### src/rtl/urm_pkg.sv
// Shared types, constants and the interrupt priority function for the UART register model.
package urm_pkg;

	localparam int RX_DEPTH = 16;
	localparam int TX_DEPTH = 16;

	localparam int RX_AW = (RX_DEPTH > 1) ? $clog2(RX_DEPTH) : 1;
	localparam int TX_AW = (TX_DEPTH > 1) ? $clog2(TX_DEPTH) : 1;
	localparam int RX_CW = $clog2(RX_DEPTH + 1);
	localparam int TX_CW = $clog2(TX_DEPTH + 1);

	// item opcodes
	localparam logic [1:0] OP_READ  = 2'd0;
	localparam logic [1:0] OP_WRITE = 2'd1;
	localparam logic [1:0] OP_LINE  = 2'd2;
	localparam logic [1:0] OP_POP   = 2'd3;

	// register offsets inside the eight-port window
	localparam logic [2:0] REG_RBR = 3'd0;
	localparam logic [2:0] REG_IER = 3'd1;
	localparam logic [2:0] REG_IIR = 3'd2;
	localparam logic [2:0] REG_LCR = 3'd3;
	localparam logic [2:0] REG_MCR = 3'd4;
	localparam logic [2:0] REG_LSR = 3'd5;
	localparam logic [2:0] REG_MSR = 3'd6;
	localparam logic [2:0] REG_SCR = 3'd7;

	// interrupt identification codes
	localparam logic [3:0] IIR_NONE = 4'h1;
	localparam logic [3:0] IIR_TXE  = 4'h2;
	localparam logic [3:0] IIR_RDA  = 4'h4;
	localparam logic [3:0] IIR_RLS  = 4'h6;

	// IER bits
	localparam int IER_RDA  = 0;
	localparam int IER_TXE  = 1;
	localparam int IER_RLS  = 2;

	localparam logic [7:0] LSR_BASE    = 8'h60;
	localparam logic [3:0] IER_MASK    = 4'hF;
	localparam int         LCR_DIV_ACC = 7;
	localparam int         MCR_LBK     = 4;

	// configuration register indexes
	localparam logic [1:0] CFG_BASE = 2'd0;
	localparam logic [1:0] CFG_IRQ  = 2'd1;
	localparam logic [1:0] CFG_PEER = 2'd2;

	localparam logic [15:0] BASE_RST = 16'd1016;
	localparam logic [3:0]  IRQ_RST  = 4'd4;

	typedef struct packed {
		logic [15:0] base_port;
		logic [3:0]  irq_number;
		logic        peer_connected;
	} cfg_t;

	typedef struct packed {
		logic       hit;
		logic [7:0] read_data;
		logic       peer_valid;
		logic [7:0] peer_byte;
		logic       irq_raise;
		logic [3:0] irq_line;
	} result_t;

	typedef struct packed {
		logic [3:0] ident;
		logic       raise;
	} irq_eval_t;

	// Rank line status, then data ready, then THRE.
	function automatic irq_eval_t irq_eval(input logic overrun, input logic rx_any,
			input logic thre, input logic [3:0] ier);
		irq_eval_t r;
		r.raise = 1'b1;
		if (overrun && ier[IER_RLS]) begin
			r.ident = IIR_RLS;
		end else if (rx_any && ier[IER_RDA]) begin
			r.ident = IIR_RDA;
		end else if (thre && ier[IER_TXE]) begin
			r.ident = IIR_TXE;
		end else begin
			r.ident = IIR_NONE;
			r.raise = 1'b0;
		end
		return r;
	endfunction

endpackage

### src/rtl/urm_core.sv
// UART register file state, FIFOs and per-item update logic.
module urm_core import urm_pkg::*; (
	input  logic        clk,
	input  logic        arst_n,
	input  logic        step,
	input  logic [1:0]  op,
	input  logic [15:0] port,
	input  logic [7:0]  data,
	input  cfg_t        cfg,
	output result_t     res
);

	logic [7:0] rx_mem [RX_DEPTH];
	logic [7:0] tx_mem [TX_DEPTH];

	logic [RX_AW-1:0] rx_head_q, rx_head_d;
	logic [RX_CW-1:0] rx_count_q, rx_count_d;
	logic [TX_AW-1:0] tx_head_q, tx_head_d;
	logic [TX_CW-1:0] tx_count_q, tx_count_d;
	logic [15:0] dl_q, dl_d;
	logic [7:0]  lcr_q, lcr_d, mcr_q, mcr_d, scr_q, scr_d;
	logic [3:0]  ier_q, ier_d, iir_q, iir_d;
	logic        overrun_q, overrun_d, thre_q, thre_d, fifo_on_q, fifo_on_d;

	logic             rx_we, tx_we;
	logic [RX_AW-1:0] rx_wa;
	logic [TX_AW-1:0] tx_wa;
	logic [7:0]       rx_wd, tx_wd;

	logic [RX_CW:0]   rx_sum;
	logic [TX_CW:0]   tx_sum;
	logic [RX_AW-1:0] rx_tail, rx_head_inc;
	logic [TX_AW-1:0] tx_tail, tx_head_inc;
	logic [15:0]      offset;
	logic             in_win, dlab, push_req, thr_wr, need_eval;
	logic [2:0]       reg_sel;
	logic [7:0]       push_byte;
	logic [RX_CW-1:0] rx_cap;
	irq_eval_t        ev_push, ev_main;

	// circular pointers, one compare-subtract wrap
	assign rx_sum = {1'b0, RX_CW'(rx_head_q)} + {1'b0, rx_count_q};
	assign tx_sum = {1'b0, TX_CW'(tx_head_q)} + {1'b0, tx_count_q};
	assign rx_tail = (rx_sum >= (RX_CW+1)'(RX_DEPTH)) ?
		RX_AW'(rx_sum - (RX_CW+1)'(RX_DEPTH)) : RX_AW'(rx_sum);
	assign tx_tail = (tx_sum >= (TX_CW+1)'(TX_DEPTH)) ?
		TX_AW'(tx_sum - (TX_CW+1)'(TX_DEPTH)) : TX_AW'(tx_sum);
	assign rx_head_inc = (rx_head_q == RX_AW'(RX_DEPTH - 1)) ? '0 : rx_head_q + 1'b1;
	assign tx_head_inc = (tx_head_q == TX_AW'(TX_DEPTH - 1)) ? '0 : tx_head_q + 1'b1;

	assign offset  = port - cfg.base_port;
	assign in_win  = (port >= cfg.base_port) && (offset[15:3] == '0);
	assign reg_sel = offset[2:0];
	assign dlab    = lcr_q[LCR_DIV_ACC];
	assign rx_cap  = fifo_on_q ? RX_CW'(RX_DEPTH) : RX_CW'(1);

	always_comb begin
		rx_head_d  = rx_head_q;
		rx_count_d = rx_count_q;
		tx_head_d  = tx_head_q;
		tx_count_d = tx_count_q;
		dl_d       = dl_q;
		lcr_d      = lcr_q;
		mcr_d      = mcr_q;
		scr_d      = scr_q;
		ier_d      = ier_q;
		iir_d      = iir_q;
		overrun_d  = overrun_q;
		thre_d     = thre_q;
		fifo_on_d  = fifo_on_q;
		rx_we      = 1'b0;
		rx_wa      = rx_tail;
		rx_wd      = data;
		tx_we      = 1'b0;
		tx_wa      = tx_tail;
		tx_wd      = data;
		push_req   = 1'b0;
		push_byte  = data;
		thr_wr     = 1'b0;
		need_eval  = 1'b0;
		ev_push    = '0;
		ev_main    = '0;
		res            = '0;
		res.irq_line   = cfg.irq_number;

		case (op)
			OP_READ: begin
				if (in_win) begin
					res.hit = 1'b1;
					if (dlab && reg_sel == REG_RBR) begin
						res.read_data = dl_q[7:0];
					end else if (dlab && reg_sel == REG_IER) begin
						res.read_data = dl_q[15:8];
					end else begin
						unique case (reg_sel)
							REG_RBR: begin
								if (rx_count_q != '0) begin
									res.read_data = rx_mem[rx_head_q];
									rx_head_d  = rx_head_inc;
									rx_count_d = rx_count_q - 1'b1;
									need_eval  = 1'b1;
								end
							end
							REG_IER: res.read_data = {4'h0, ier_q};
							REG_IIR: begin
								res.read_data = {4'h0, iir_q};
								if (iir_q == IIR_TXE) begin
									thre_d    = 1'b0;
									need_eval = 1'b1;
								end
							end
							REG_LCR: res.read_data = lcr_q;
							REG_MCR: res.read_data = mcr_q;
							REG_LSR: begin
								res.read_data = LSR_BASE |
									{6'h0, overrun_q, rx_count_q != '0};
								overrun_d = 1'b0;
								need_eval = 1'b1;
							end
							REG_SCR: res.read_data = scr_q;
							default: res.read_data = '0;
						endcase
					end
				end
			end
			OP_WRITE: begin
				if (in_win) begin
					res.hit = 1'b1;
					if (dlab && reg_sel == REG_RBR) begin
						dl_d = {dl_q[15:8], data};
					end else if (dlab && reg_sel == REG_IER) begin
						dl_d = {data, dl_q[7:0]};
					end else begin
						unique case (reg_sel)
							REG_RBR: begin
								if (tx_count_q < TX_CW'(TX_DEPTH)) begin
									tx_we      = 1'b1;
									tx_count_d = tx_count_q + 1'b1;
								end
								if (mcr_q[MCR_LBK]) begin
									push_req = 1'b1;
								end else if (cfg.peer_connected) begin
									res.peer_valid = 1'b1;
									res.peer_byte  = data;
								end
								thr_wr    = 1'b1;
								need_eval = 1'b1;
							end
							REG_IER: begin
								ier_d = data[3:0] & IER_MASK;
								if (data[IER_TXE]) begin
									thre_d = 1'b1;
								end
								need_eval = 1'b1;
							end
							REG_IIR: begin
								fifo_on_d = data[0];
								if (data[1]) begin
									rx_count_d = '0;
									rx_head_d  = '0;
								end
								if (data[2]) begin
									tx_count_d = '0;
									tx_head_d  = '0;
								end
								need_eval = 1'b1;
							end
							REG_LCR: lcr_d = data;
							REG_MCR: mcr_d = data;
							REG_SCR: scr_d = data;
							default: ;
						endcase
					end
				end
			end
			OP_LINE: push_req = 1'b1;
			default: begin
				if (tx_count_q != '0) begin
					res.hit       = 1'b1;
					res.read_data = tx_mem[tx_head_q];
					tx_head_d     = tx_head_inc;
					tx_count_d    = tx_count_q - 1'b1;
				end
			end
		endcase

		// receive path: line byte or looped-back THR byte
		if (push_req) begin
			if (rx_count_q >= rx_cap) begin
				overrun_d = 1'b1;
			end else begin
				rx_we      = 1'b1;
				rx_wd      = push_byte;
				rx_count_d = rx_count_q + 1'b1;
			end
			ev_push = irq_eval(overrun_d, rx_count_d != '0, thre_q, ier_q);
			iir_d   = ev_push.ident;
			res.irq_raise = ev_push.raise;
		end

		if (thr_wr) begin
			thre_d = 1'b1;
		end

		if (need_eval) begin
			ev_main = irq_eval(overrun_d, rx_count_d != '0, thre_d, ier_d);
			iir_d   = ev_main.ident;
			res.irq_raise = res.irq_raise | ev_main.raise;
		end
	end

	always_ff @(posedge clk or negedge arst_n) begin
		if (!arst_n) begin
			rx_head_q  <= '0;
			rx_count_q <= '0;
			tx_head_q  <= '0;
			tx_count_q <= '0;
			dl_q       <= '0;
			lcr_q      <= '0;
			mcr_q      <= '0;
			scr_q      <= '0;
			ier_q      <= '0;
			iir_q      <= IIR_NONE;
			overrun_q  <= 1'b0;
			thre_q     <= 1'b0;
			fifo_on_q  <= 1'b0;
		end else if (step) begin
			rx_head_q  <= rx_head_d;
			rx_count_q <= rx_count_d;
			tx_head_q  <= tx_head_d;
			tx_count_q <= tx_count_d;
			dl_q       <= dl_d;
			lcr_q      <= lcr_d;
			mcr_q      <= mcr_d;
			scr_q      <= scr_d;
			ier_q      <= ier_d;
			iir_q      <= iir_d;
			overrun_q  <= overrun_d;
			thre_q     <= thre_d;
			fifo_on_q  <= fifo_on_d;
		end
	end

	always_ff @(posedge clk) begin
		if (step && rx_we) begin
			rx_mem[rx_wa] <= rx_wd;
		end
		if (step && tx_we) begin
			tx_mem[tx_wa] <= tx_wd;
		end
	end

	a_rx_bound: assert property (@(posedge clk) disable iff (!arst_n)
		rx_count_q <= RX_CW'(RX_DEPTH))
		else $error("rx count beyond depth");

	a_tx_bound: assert property (@(posedge clk) disable iff (!arst_n)
		tx_count_q <= TX_CW'(TX_DEPTH))
		else $error("tx count beyond depth");

	a_raise_ident: assert property (@(posedge clk) disable iff (!arst_n)
		step && res.irq_raise |=> iir_q != IIR_NONE)
		else $error("raise without pending cause");

	a_peer_not_loop: assert property (@(posedge clk) disable iff (!arst_n)
		step && res.peer_valid |-> !mcr_q[MCR_LBK] && cfg.peer_connected)
		else $error("peer byte in loopback or without peer");

	a_quiet_hold: assert property (@(posedge clk) disable iff (!arst_n)
		!step |=> $stable(rx_count_q) && $stable(tx_count_q) && $stable(iir_q))
		else $error("state moved without an item");

endmodule

### src/rtl/uart_register_model_top.sv
// Top level of the UART register model: item channels, config port, pipeline.
//
// Usage:
//   Input channel (in_valid/in_ready) carries one item per beat: op selects
//   bus read, bus write, line byte or transmit-queue pop; port is the I/O
//   address and data the write data or received byte.
//   Output channel (out_valid/out_ready) returns exactly one result beat per
//   item, in order: hit, read_data, peer_valid/peer_byte, irq_raise, irq_line.
//   Configuration (base_port, irq_number, peer_connected) sits on an APB-style
//   port at byte offsets 0, 4 and 8; pready is tied high, reads return values.
// Path: an accepted item lands in the input register, and its result is loaded
//   into the result register once the output side is free, raising out_valid.
// Throughput: one item per cycle when out_ready is high; the whole register-file
//   update is single combinational pass from input register to result register.
// Reset (arst_n low): FIFOs empty, all UART registers zero, IIR reads "none",
//   config returns to base 1016, IRQ 4, no peer; both channels go idle.
// Stall: when out_ready is low the result holds, the input register holds
//   its item, and in_ready drops only once both are occupied.
module uart_register_model_top import urm_pkg::*; (
	input  logic        clk,
	input  logic        arst_n,
	// item input
	input  logic        in_valid,
	output logic        in_ready,
	input  logic [1:0]  op,
	input  logic [15:0] port,
	input  logic [7:0]  data,
	// result output
	output logic        out_valid,
	input  logic        out_ready,
	output logic        hit,
	output logic [7:0]  read_data,
	output logic        peer_valid,
	output logic [7:0]  peer_byte,
	output logic        irq_raise,
	output logic [3:0]  irq_line,
	// configuration
	input  logic        psel,
	input  logic        penable,
	input  logic        pwrite,
	input  logic [3:0]  paddr,
	input  logic [31:0] pwdata,
	output logic [31:0] prdata,
	output logic        pready
);

	cfg_t        cfg_q;
	logic        valid_s1;
	logic [1:0]  op_s1;
	logic [15:0] port_s1;
	logic [7:0]  data_s1;
	logic        out_valid_q;
	result_t     res_q;
	result_t     res_next;
	logic        advance;
	logic        cfg_wr;

	// Move the held item into the result register when that slot frees up.
	assign advance  = valid_s1 && (!out_valid_q || out_ready);
	assign in_ready = !valid_s1 || advance;

	// Hold the item beat while the result side is stalled.
	always_ff @(posedge clk or negedge arst_n) begin
		if (!arst_n) begin
			valid_s1 <= 1'b0;
		end else if (in_ready) begin
			valid_s1 <= in_valid;
		end
	end

	always_ff @(posedge clk) begin
		if (in_valid && in_ready) begin
			op_s1   <= op;
			port_s1 <= port;
			data_s1 <= data;
		end
	end

	urm_core u_core (
		.clk    (clk),
		.arst_n (arst_n),
		.step   (advance),
		.op     (op_s1),
		.port   (port_s1),
		.data   (data_s1),
		.cfg    (cfg_q),
		.res    (res_next)
	);

	// Result register: drop the beat once taken, load a new one on advance.
	always_ff @(posedge clk or negedge arst_n) begin
		if (!arst_n) begin
			out_valid_q <= 1'b0;
		end else if (advance) begin
			out_valid_q <= 1'b1;
		end else if (out_ready) begin
			out_valid_q <= 1'b0;
		end
	end

	always_ff @(posedge clk) begin
		if (advance) begin
			res_q <= res_next;
		end
	end

	assign out_valid  = out_valid_q;
	assign hit        = res_q.hit;
	assign read_data  = res_q.read_data;
	assign peer_valid = res_q.peer_valid;
	assign peer_byte  = res_q.peer_byte;
	assign irq_raise  = res_q.irq_raise;
	assign irq_line   = res_q.irq_line;

	// Configuration port: write lands on the access phase; no wait states.
	assign pready = 1'b1;
	assign cfg_wr = psel && penable && pwrite && pready;

	always_ff @(posedge clk or negedge arst_n) begin
		if (!arst_n) begin
			cfg_q.base_port      <= BASE_RST;
			cfg_q.irq_number     <= IRQ_RST;
			cfg_q.peer_connected <= 1'b0;
		end else if (cfg_wr) begin
			unique case (paddr[3:2])
				CFG_BASE: cfg_q.base_port      <= pwdata[15:0];
				CFG_IRQ:  cfg_q.irq_number     <= pwdata[3:0];
				CFG_PEER: cfg_q.peer_connected <= pwdata[0];
				default:  ;
			endcase
		end
	end

	always_comb begin
		unique case (paddr[3:2])
			CFG_BASE: prdata = {16'h0, cfg_q.base_port};
			CFG_IRQ:  prdata = {28'h0, cfg_q.irq_number};
			CFG_PEER: prdata = {31'h0, cfg_q.peer_connected};
			default:  prdata = '0;
		endcase
	end

endmodule

### config.mk
export PLATFORM = sky130hd
export DESIGN_NAME = uart_register_model_top
export DESIGN_NICKNAME = d
export VERILOG_FILES = /design/src/rtl/urm_pkg.sv /design/src/rtl/urm_core.sv /design/src/rtl/uart_register_model_top.sv
export SDC_FILE = /design/constraint.sdc
export NUM_CORES = 1
export LEC_CHECK = 0
export BUFFER_PORTS_ARGS = -buffer_cell sky130_fd_sc_hd__buf_4
export CORE_ASPECT_RATIO = 0.8
export CORE_MARGIN = 5
export CORE_UTILIZATION = 35
export DETAILED_ROUTE_END_ITERATION = 12
export PLACE_DENSITY = 0.48
export REMOVE_ABC_BUFFERS = 1
export SKIP_CTS_REPAIR_TIMING = 1
export SYNTH_ARGS = -nofsm -noshare
export SYNTH_HDL_FRONTEND = slang
export SYNTH_HIERARCHICAL = 1
export SYNTH_SLANG_ARGS = --single-unit
### constraint.sdc
create_clock -name clk -period 13.2 [get_ports clk]
set_clock_uncertainty 0.1 [all_clocks]
set_input_delay 2.64 -clock clk [delete_from_list [all_inputs] [get_ports clk]]
set_output_delay 2.64 -clock clk [all_outputs]
set_load 0.05 [all_outputs]
Word level (Yosys, flattened, before mapping) --
Memory sizes are Yosys's and may differ from the RTL's. Cells that the tools add are included.
Word-level totals: RAM bits 256, bits in read-only memories 0, bits in latches 0, input bits 69, memories 2, flip-flop bits (word level) 141, logic and storage cells 267
Memories:
- u_core.rx_mem | words 16, width 8, rd ports 1, clocked after Yosys merged registers in 0, write ports 1, RTL line urm_core.sv:13 | logic [7:0] rx_mem [RX_DEPTH];
- u_core.tx_mem | words 16, width 8, rd ports 1, clocked after Yosys merged registers in 0, write ports 1, RTL line urm_core.sv:14 | logic [7:0] tx_mem [TX_DEPTH];
Operators by class: equality and inequality tests 27, $mul 0, divide/modulo/power cells 0, add/sub/neg operators 11, shift operators 0, bitwise operators 8, muxes and demuxes 135, reduce and logical (&&, ||, !) cells 50, magnitude comparators 5
Operator list (count):
- 4-bit two-way mux | 26
- 5-bit two-way mux | 20
- 1-bit two-way mux | 62
- 8-bit one-hot mux with 7 select lines | 1
- 16-bit one-hot mux with 3 select lines | 1
- 8-bit two-way mux | 4
- 5-bit one-hot mux with 2 select lines | 3
- 6-bit AND reduction | 5
- 9-bit two-way mux | 3
- 5-bit nonzero test | 4
- 16-bit greater-or-equal comparator | 1
- 4-bit one-hot mux with 2 select lines | 2
- 8-bit one-hot mux with 2 select lines | 1
- 16-bit subtractor | 1
- 1-bit logical AND | 15
- 3-bit two-way mux | 5
- 2-bit inequality test, second input constant | 7
- 13-bit zero test | 1
- 4-bit by 5-bit adder with 6-bit output | 2
- 6-bit by 5-bit greater-or-equal comparator with 1-bit output, second input constant | 2
- 12-bit AND reduction | 1
- 5-bit by 1-bit adder with 5-bit output, second input constant | 2
- 5-bit by 1-bit subtractor with 5-bit output, second input constant | 2
- 3-bit == test, second input constant | 3
- 32 further kinds | 62

Longest topological paths before layout --
Gate-level depths: netlist of run 1.
depth after elaboration 17, depth in mapped cells 16, mapped depth without buffers 15

Hierarchy --
Netlist of run 1, hierarchy kept.
Modules (own cells, without submodules):
- urm_core | area each 15791.4 µm², instances 1, cells each 1137
- uart_register_model_top | area each 2731.4 µm², instances 1, cells each 148

Worst setup path before layout of run 1 --
No wires, ideal clock.
kind input to output, start input port paddr[3], end output port prdata[0], arrival time 3.993 ns, stages on the path 3, data required time 10.460 ns, setup slack 6.467 ns, cell sequence buf_4 -> mux2i_1 -> o21ai_0
On the way: longest elaborated chain between the ends 2
RTL lines:
- start, declared | RTL line uart_register_model_top.sv:41 | input logic [3:0] paddr,
- 2-bit == test (tied with other cells) | RTL line uart_register_model_top.sv:135 | unique case (paddr[3:2])
- 16-bit one-hot mux with 3 select lines * | RTL line uart_register_model_top.sv:135
- end, declared | RTL line uart_register_model_top.sv:43 | output logic [31:0] prdata,
Mark *: on every way between the ends. The rest lies on a longest branch, timed or not.

Worst setup path after layout of run 1 --
start input port paddr[2], end output port prdata[15]
Same word-level chain as after synthesis.

==> results.md, run 1 <==
- Inserted Diodes: 0
- synthesis-to-finish area growth: 14.8%
- largest net degree at the start of global routing: 72
- predominant post-synthesis flop cell: edfxtp_1
- total half-perimeter wirelength after legalization and detailed placement: 31.7 mm
- final RePlAce weighted congestion: 0.835
- result of the run: complete, no violations
- Max Cap Viol: 0
- portion of the post-synthesis area used by sequential elements: 0.618
- synthesized area per cell: 14.4 um2
- Global Route Usage Sum: 0.166
- Vias: 11.4k
- average wire length per cell after detail routing: 22.9 um
- total length of routed met3 wires: 2.86 mm
- type of the setup path with the least slack: input pin to output pin
- relative contribution of combinational cells to total power: 0.250
- Vias per Instance: 5.40
- Switching Share: 0.313
- Post-Syn Instances: 1,285
- final-stage net count: 1,488
- DRC violations left: 0
- flip-flop and latch count after synthesis: 396
- insertion delay to the later sink of the worst-skew pair: 0.57 ns
- Worst Setup End Kind: output pin
- cell depth of the worst min-delay path: 0
- cell with the most instances after synthesis: edfxtp_1
- share of async-settable or async-resettable flops after synthesis: 0.230
- Yosys top cell by area: edfxtp_1
- top routing layer in use: met4
- IO buf count: 91
- total number of yosys warnings: 6
- number of placed instances, taps included: 2,031
- internal portion of total power: 2.40 mW
- depth of the worst register-to-register path: 14
- worst rel slew slack: 0.254
- slew of the pin with the lowest slew margin: 1.12 ns
- required time worst endpoint: 10.46 ns
- clock-pin slew on the worst setup and hold paths: 0.06 ns
- number of flops mapped to enable cells by yosys: 305
- Met1 Routed Length: 23.9 mm
- IO Count: 127
- cell types with the largest area share after synthesis: edfxtp_1, dfrtp_1, mux4_2
- Netlist cell types: 100
- arrival time at the worst endpoint: 3.85 ns
- final hold violation count: 0
- endpoints failing setup: 0
- Inserted Clock Buffers: 42
- most used standard cells in the synthesized netlist: edfxtp_1, nand2_1, dfrtp_1
- first-pass GRT wire length: 73.2 mm
- setup slack of the critical path after layout: 6.61 ns
- Reg power frac: 0.417
- clock tree from TritonCTS: done
- startpoint class of the critical path: input pin
- post-synth top area share: 0.494
- peak supply drop: 0.000126 V
- Final period util: 0.499
- critical path fanouts, max: 12
- final cell area excluding filler cells: 21,300 um2
- path type of the worst min-delay path: flop to flop
- total number of clock tree sinks: 396
- Pwr per Cell Area: 164 nW/um2
- via count of the first global-routing pass: 11.3k
- DRT Wirelength: 48.3 mm
- Met2 Routed Length: 20.7 mm
- GR Overflow Total: 0
- relative contribution of the clock network to total power: 0.333
- count of non-filler cells in the finished layout: 2,108
- htree depth: 2
- worst slack at placement: 6.63 ns
- die height: 216 um
- maximum count of clock buffers along a single path: 3
- iteration count of the initial detailed-routing pass: 5
- RSZ-0062 raised after global routing: no
- iteration-0 DRC count of the detailed router: 908
- post-layout minimum cycle time: 6.59 ns
- ratio of cells with drive above 1 in the final layout: 0.254
- net switching power figure: 1.09 mW
- initial core utilization: 0.353
- master cell of the clock root buffer: clkbuf_16
- highest clock frequency the design can meet: 152 MHz
- number of antenna violations at the first check in global routing: 1
- cell area after technology mapping: 18,500 um2
- cell row count: 75
- Overall Power: 3.50 mW
- width of the die: 267 um
- number of slew-limit violations in the final report: 0
- Placement Cell Area: 19,900 um2
- final sum of negative setup slack: 0 ns
- Core Footprint: 52,500 um2
- leakage: 7.72 nW
- Die Area: 57,700 um2
- ANT nets after route: 0
[cells in the final DEF, fill, tap and decap left out, types with 8 or more instances in the layout]
cell type | netlist | layout
a21o_1 | 13 | 13
a21oi_1 | 44 | 44
a31oi_1 | 16 | 16
and2_1 | 27 | 26
and3_1 | 12 | 12
buf_4 | 24 | 119
clkbuf_1 | 44 | 9
clkbuf_16 | 0 | 43
clkinv_2 | 0 | 8
conb_1 | 2 | 17
dfrtp_1 | 82 | 80
dfstp_2 | 9 | 9
edfxtp_1 | 305 | 305
ha_1 | 34 | 34
inv_1 | 37 | 37
mux2_1 | 12 | 12
mux2_2 | 53 | 53
mux2_4 | 10 | 10
mux2i_1 | 11 | 11
mux4_2 | 73 | 73
nand2_1 | 85 | 85
nand2b_1 | 13 | 13
nand3_1 | 23 | 23
nand4_1 | 13 | 13
nor2_1 | 80 | 80
nor3_1 | 21 | 21
o211ai_1 | 8 | 8
o21ai_0 | 57 | 57
o21ai_1 | 9 | 9
or3_1 | 9 | 9
xnor2_1 | 9 | 8
[cell families (layout without fill, tap and decap cells)]
group                    after synthesis  count (layout)  synth area share
AO/OA/AOI/OAI                        226             226            0.0815
XOR/XNOR                              16              16           0.00797
AND/OR/NAND/NOR                      330             330            0.0923
adder cells (fa/ha/maj)               37              37            0.0262
multiplexers                         159             159             0.142
flip-flops                           396             396             0.618
other                                  2              17          0.000405
buffers and inverters                119             234            0.0313
[stage by stage]
step | utilization | hold slack [ns]
finish | 0.405 | 0.384
global route | 0.405 | 0.403
CTS | 0.405 | 0.386
detailed placement | 0.380 | 0.362
global placement | 0.380 | 0.367
floorplan | - | 0.342
[cell type report]
type                    count  area (um2)
clock buffers              54        1140
clock inverters            23         209
fillers                  4851       31200
inverters                  38         143
multi-input cells         785        6560
flip-flops and latches    396       11400
well taps                 693         867
repair buffers            119         893
[state kept, by name, summed over array words and instances (netlist names), 5 cells and up]
register and count:
u_core/lcr_q 8, read_data 8, u_core/dl_q 16, u_core/rx_count_q 5, peer_byte 8, u_core/scr_q 8, data_s1 8, u_core/mcr_q 8
u_core/tx_mem 128, port_s1 16, cfg_q 21, u_core/rx_mem 128, u_core/tx_count_q 5
[path summary, 6_finish.rpt]
kind,endpoint,start,slack [ns]
worst max-delay path,prdata[15],paddr[2],6.61
worst min-delay path,irq_line[3],cfg_q[4],0.38
worst max register to register,u_core/rx_mem[11][5],cfg_q[11],7.66
worst min register to register,irq_line[3],cfg_q[4],0.38
max in group asynchronous,u_core/rx_head_q[0],arst_n,9.80
min in group asynchronous,cfg_q[4],arst_n,1.86
[power groups by stage]
stage / Combinational [mW] / Sequential [mW] / Clock [mW]
final: 0.874 / 1.46 / 1.16
after global routing: 0.949 / 1.47 / 1.25
after CTS: 0.874 / 1.46 / 1.20
after detailed placement: 0.870 / 1.48 / 0
after global placement: 0.868 / 1.48 / 0
after floorplan: 0.538 / 1.54 / 0
[layer usage]
layer  vias to the layer above  global-route usage
li1                       5127                   -
met1                      5875               0.264
met2                       311               0.236
met3                        64              0.0311
met4                         0              0.0346
met5                         -                   0
[worst max-delay path, cell delays in order]
cell and delay (ns):
buf_4 0.16, nor2_1 0.62, and2_1 0.23, buf_4 0.20
No activity file was read; power rests on OpenSTA's default activity.
==> inputs of run 2 (changes only) <==
--- a/config.mk
+++ b/config.mk
@@ -5,6 +5,7 @@
 export SDC_FILE = /design/constraint.sdc
 export NUM_CORES = 1
 export LEC_CHECK = 0
+export ABC_AREA = 1
 export BUFFER_PORTS_ARGS = -buffer_cell sky130_fd_sc_hd__buf_4
 export CORE_ASPECT_RATIO = 0.8
 export CORE_MARGIN = 5
==> constraint.sdc (replaced) <==
create_clock -name clk -period 6.6 [get_ports clk]
set_clock_uncertainty 0.1 [all_clocks]
set_input_delay 1.32 -clock clk [delete_from_list [all_inputs] [get_ports clk]]
set_output_delay 1.32 -clock clk [all_outputs]
set_load 0.05 [all_outputs]
==> run 2 against run 1 <==
  * Synthesized cell count up 49%
  * Die area up 1.5%
  * Critical path depth up 18
  * Core utilization down 0.43 points
  * Sequential power up 100%
  * Cell count up 29%
  * Largest cell class unchanged
  * Largest power group unchanged
==> results.md, run 2 <==
- depth of the worst register-to-register path: 22, +8
- Global Route Usage Sum: 0.172, +0.00640
- final-layout fill cell count: 5,298, +9.2%
- average wire length per cell after detail routing: 19.0 um, -17%
- largest registers in the final layout: u_core/rx_mem x128, u_core/tx_mem x128, cfg_q x21
- worst slack at placement: 1.84 ns, -4.79 ns
- ANT nets after route: 0, unchanged
- Vias per Instance: 4.97, -7.8%
- flip-flop and latch count after synthesis: 396, unchanged
- RR Startpoint: cfg_q[8]
- endpoints failing setup: 0, unchanged
- final sum of negative setup slack: 0 ns, unchanged
- Pwr per Cell Area: 338 nW/um2, +110%
- endpoint of the most critical setup path: u_core/rx_mem[1][3]
- Max Cap Viol: 0, unchanged
- final-stage net count: 2,099, +41%
- cell area after technology mapping: 18,800 um2, +1.5%
- final hold violation count: 0, unchanged
- Inserted Diodes: 0, unchanged
- GR Overflow Total: 0, unchanged
- number of placed instances, taps included: 2,650, +30%
- post-synth top area share: 0.487, -0.00744
- total half-perimeter wirelength after legalization and detailed placement: 35.0 mm, +10%
- synthesized area per cell: 9.84 um2, -32%
- number of slew-limit violations in the final report: 0, unchanged
- initial core utilization: 0.351, -0.00184
- total number of yosys warnings: 6, unchanged
- final RePlAce weighted congestion: 0.853, +2.2%
- post-layout minimum cycle time: 4.78 ns
- cell row count: 76, +1.3%
- cell with the most instances after synthesis: nand2_1
- RSZ-0062 raised after global routing: no
- Seq. cell area: 11,400 um2, unchanged
- most used standard cells in the synthesized netlist: nand2_1, edfxtp_1, nor2_1
- Critical Path Max Stage Delay: 0.72 ns, +0.10 ns
- iteration-0 DRC count of the detailed router: 1,163, +28%
- crit-path cells: inv_1 > ha_1 > nand2_2 > nor2_1 > nand2_1 > nand3_1 > nand3_1 > nand2_1 > nand2_1 > nand2_1 > inv_1 > nor2_1 > nand3_1 > nor2_1 > nand4_1 > nand2_1 > nand2_1 > nor2_1 > inv_1 > nor2_1 > nand3_1 > nor2_1
- slew of the pin with the lowest slew margin: 1.14 ns, +0.0281 ns
- share of async-settable or async-resettable flops after synthesis: 0.230, unchanged
- critical register-to-register path endpoint: u_core/rx_mem[1][3]
- Post-Syn Instances: 1,911, +49%
- Final period util: 0.724
- setup slack of the critical path after layout: 1.82 ns, -4.79 ns
- DRC violations left: 0, unchanged
- leading cell type in the layout, fill and taps excluded: nand2_1
- htree depth: 2, unchanged
- required time worst endpoint: 6.69 ns, -3.77 ns
- width of the die: 269 um, +0.73%
- Die Area: 58,500 um2, +1.5%
- arrival time at the worst endpoint: 4.87 ns, +1.02 ns
- critical path fanouts, max: 8, -4
- predominant post-synthesis flop cell: edfxtp_1
- iteration count of the initial detailed-routing pass: 5, unchanged
- worst rel slew slack: 0.227, -0.0263
- die height: 217 um, +0.73%
- count of non-filler cells in the finished layout: 2,729, +29%
- Vias: 13.6k, +19%
- library cell contributing the largest single delay on the critical path: nor2_1
- clock tree from TritonCTS: done
- DRT Wirelength: 51.9 mm, +7.4%
- type of the setup path with the least slack: flop to flop
- Inserted Clock Buffers: 43, +2.4%
- insertion delay to the later sink of the worst-skew pair: 0.57 ns, about the same
- maximum count of clock buffers along a single path: 3, unchanged
- master cell of the clock root buffer: clkbuf_16
- result of the run: complete, no violations
- Yosys top cell by area: edfxtp_1
- IO Count: 127, unchanged
- first-pass GRT wire length: 78.3 mm, +7.0%
- path type of the worst min-delay path: flop to flop
- Worst setup startpoint: cfg_q[8]
- ratio of cells with drive above 1 in the final layout: 0.120, -0.134
- multi-input gate area in the final layout: 6270 um2, -4.4%
- portion of the post-synthesis area used by sequential elements: 0.609, -0.00929
- IO buf count: 91, unchanged
- total number of clock tree sinks: 396, unchanged
- leakage: 8.66 nW, +12%
- cell types with the largest area share after synthesis: edfxtp_1, dfrtp_1, nand2_1
- Register-to-Register Setup Slack: 1.82 ns, -5.84 ns
- number of flops mapped to enable cells by yosys: 305, unchanged
- highest-count cells in the layout ignoring fill and taps: nand2_1, edfxtp_1, nor2_1, o21ai_0, inv_1
- Netlist cell types: 60, -40%
- highest clock frequency the design can meet: 209 MHz
- Worst Setup End Kind: flop
- Core Footprint: 53,500 um2, +2.1%
- largest net degree at the start of global routing: 69, -4.2%
- via count of the first global-routing pass: 12.8k, +13%
- number of antenna violations at the first check in global routing: 1, unchanged
- synthesis-to-finish area growth: 14.1%
- clock-pin slew on the worst setup and hold paths: 0.06 ns, about the same
- startpoint class of the critical path: flop
- Overall Power: 7.26 mW, +110%
- peak supply drop: 0.000220 V, +75%
[run 2: kinds of logic after synthesis]
kind of cell	share of synthesized area
other	0.000399
and+or+nand+nor	0.186
AOI/OAI and AO/OA	0.112
buffers and inverters	0.0613
DFF	0.609
adders and majority gates	0.0258
xor gates and xnor gates	0.00559
[run 2: worst min-delay path by stage]
stage / startpoint / cells past startpoint / end
after global placement: cfg_q[12] / 2 / cfg_q[12]
after floorplan: valid_s1 / 2 / out_valid
after CTS: cfg_q[13] / 2 / cfg_q[13]
after detailed placement: cfg_q[13] / 2 / cfg_q[13]
final: cfg_q[13] / 2 / cfg_q[13]
after global routing: cfg_q[12] / 2 / cfg_q[12]
[run 2: through the flow]
stage / area (um2) / util / hold WS [ns]
final: 21500 / 0.401 / 0.370
after CTS: 21500 / 0.401 / 0.372
after global placement: 20100 / 0.376 / 0.362
after floorplan: 18400 / - / 0.347
after global routing: 21500 / 0.401 / 0.392
after detailed placement: 20100 / 0.376 / 0.364
[run 2: area by class of cell]
type	count	area share
timing repair buffer	108	0.0378
clock inverter	22	0.00682
multi-input combinational	1253	0.292
tap	702	0.0409
inverter	191	0.0334
sequential	396	0.533
clock buffer	57	0.0554
[run 2: worst max-delay path, delay by kind of cell, from the launching register on]
family                   cells  cell delay, ns
adder cells (fa/ha/maj)      1            0.39
buffers and inverters        3            0.21
flip-flops                   1            0.55
AND/OR/NAND/NOR             18            3.14
[run 2: layer usage]
metal / global-route usage / wire length [um] / up-vias
met5: 0 / 0 / -
met4: 0.0383 / 833 / 0
met3: 0.0348 / 3080 / 68
met2: 0.249 / 21900 / 320
met1: 0.266 / 26100 / 6522
li1: - / - / 6663
[run 2: power breakdown]
| group | internal (mW) | leakage [nW] | switching, mW |
|---|---|---|---|
| combinational | 0.572 | 4.05 | 1.41 |
| clock | 1.31 | 0.661 | 0.985 |
| sequential | 2.84 | 3.95 | 0.146 |
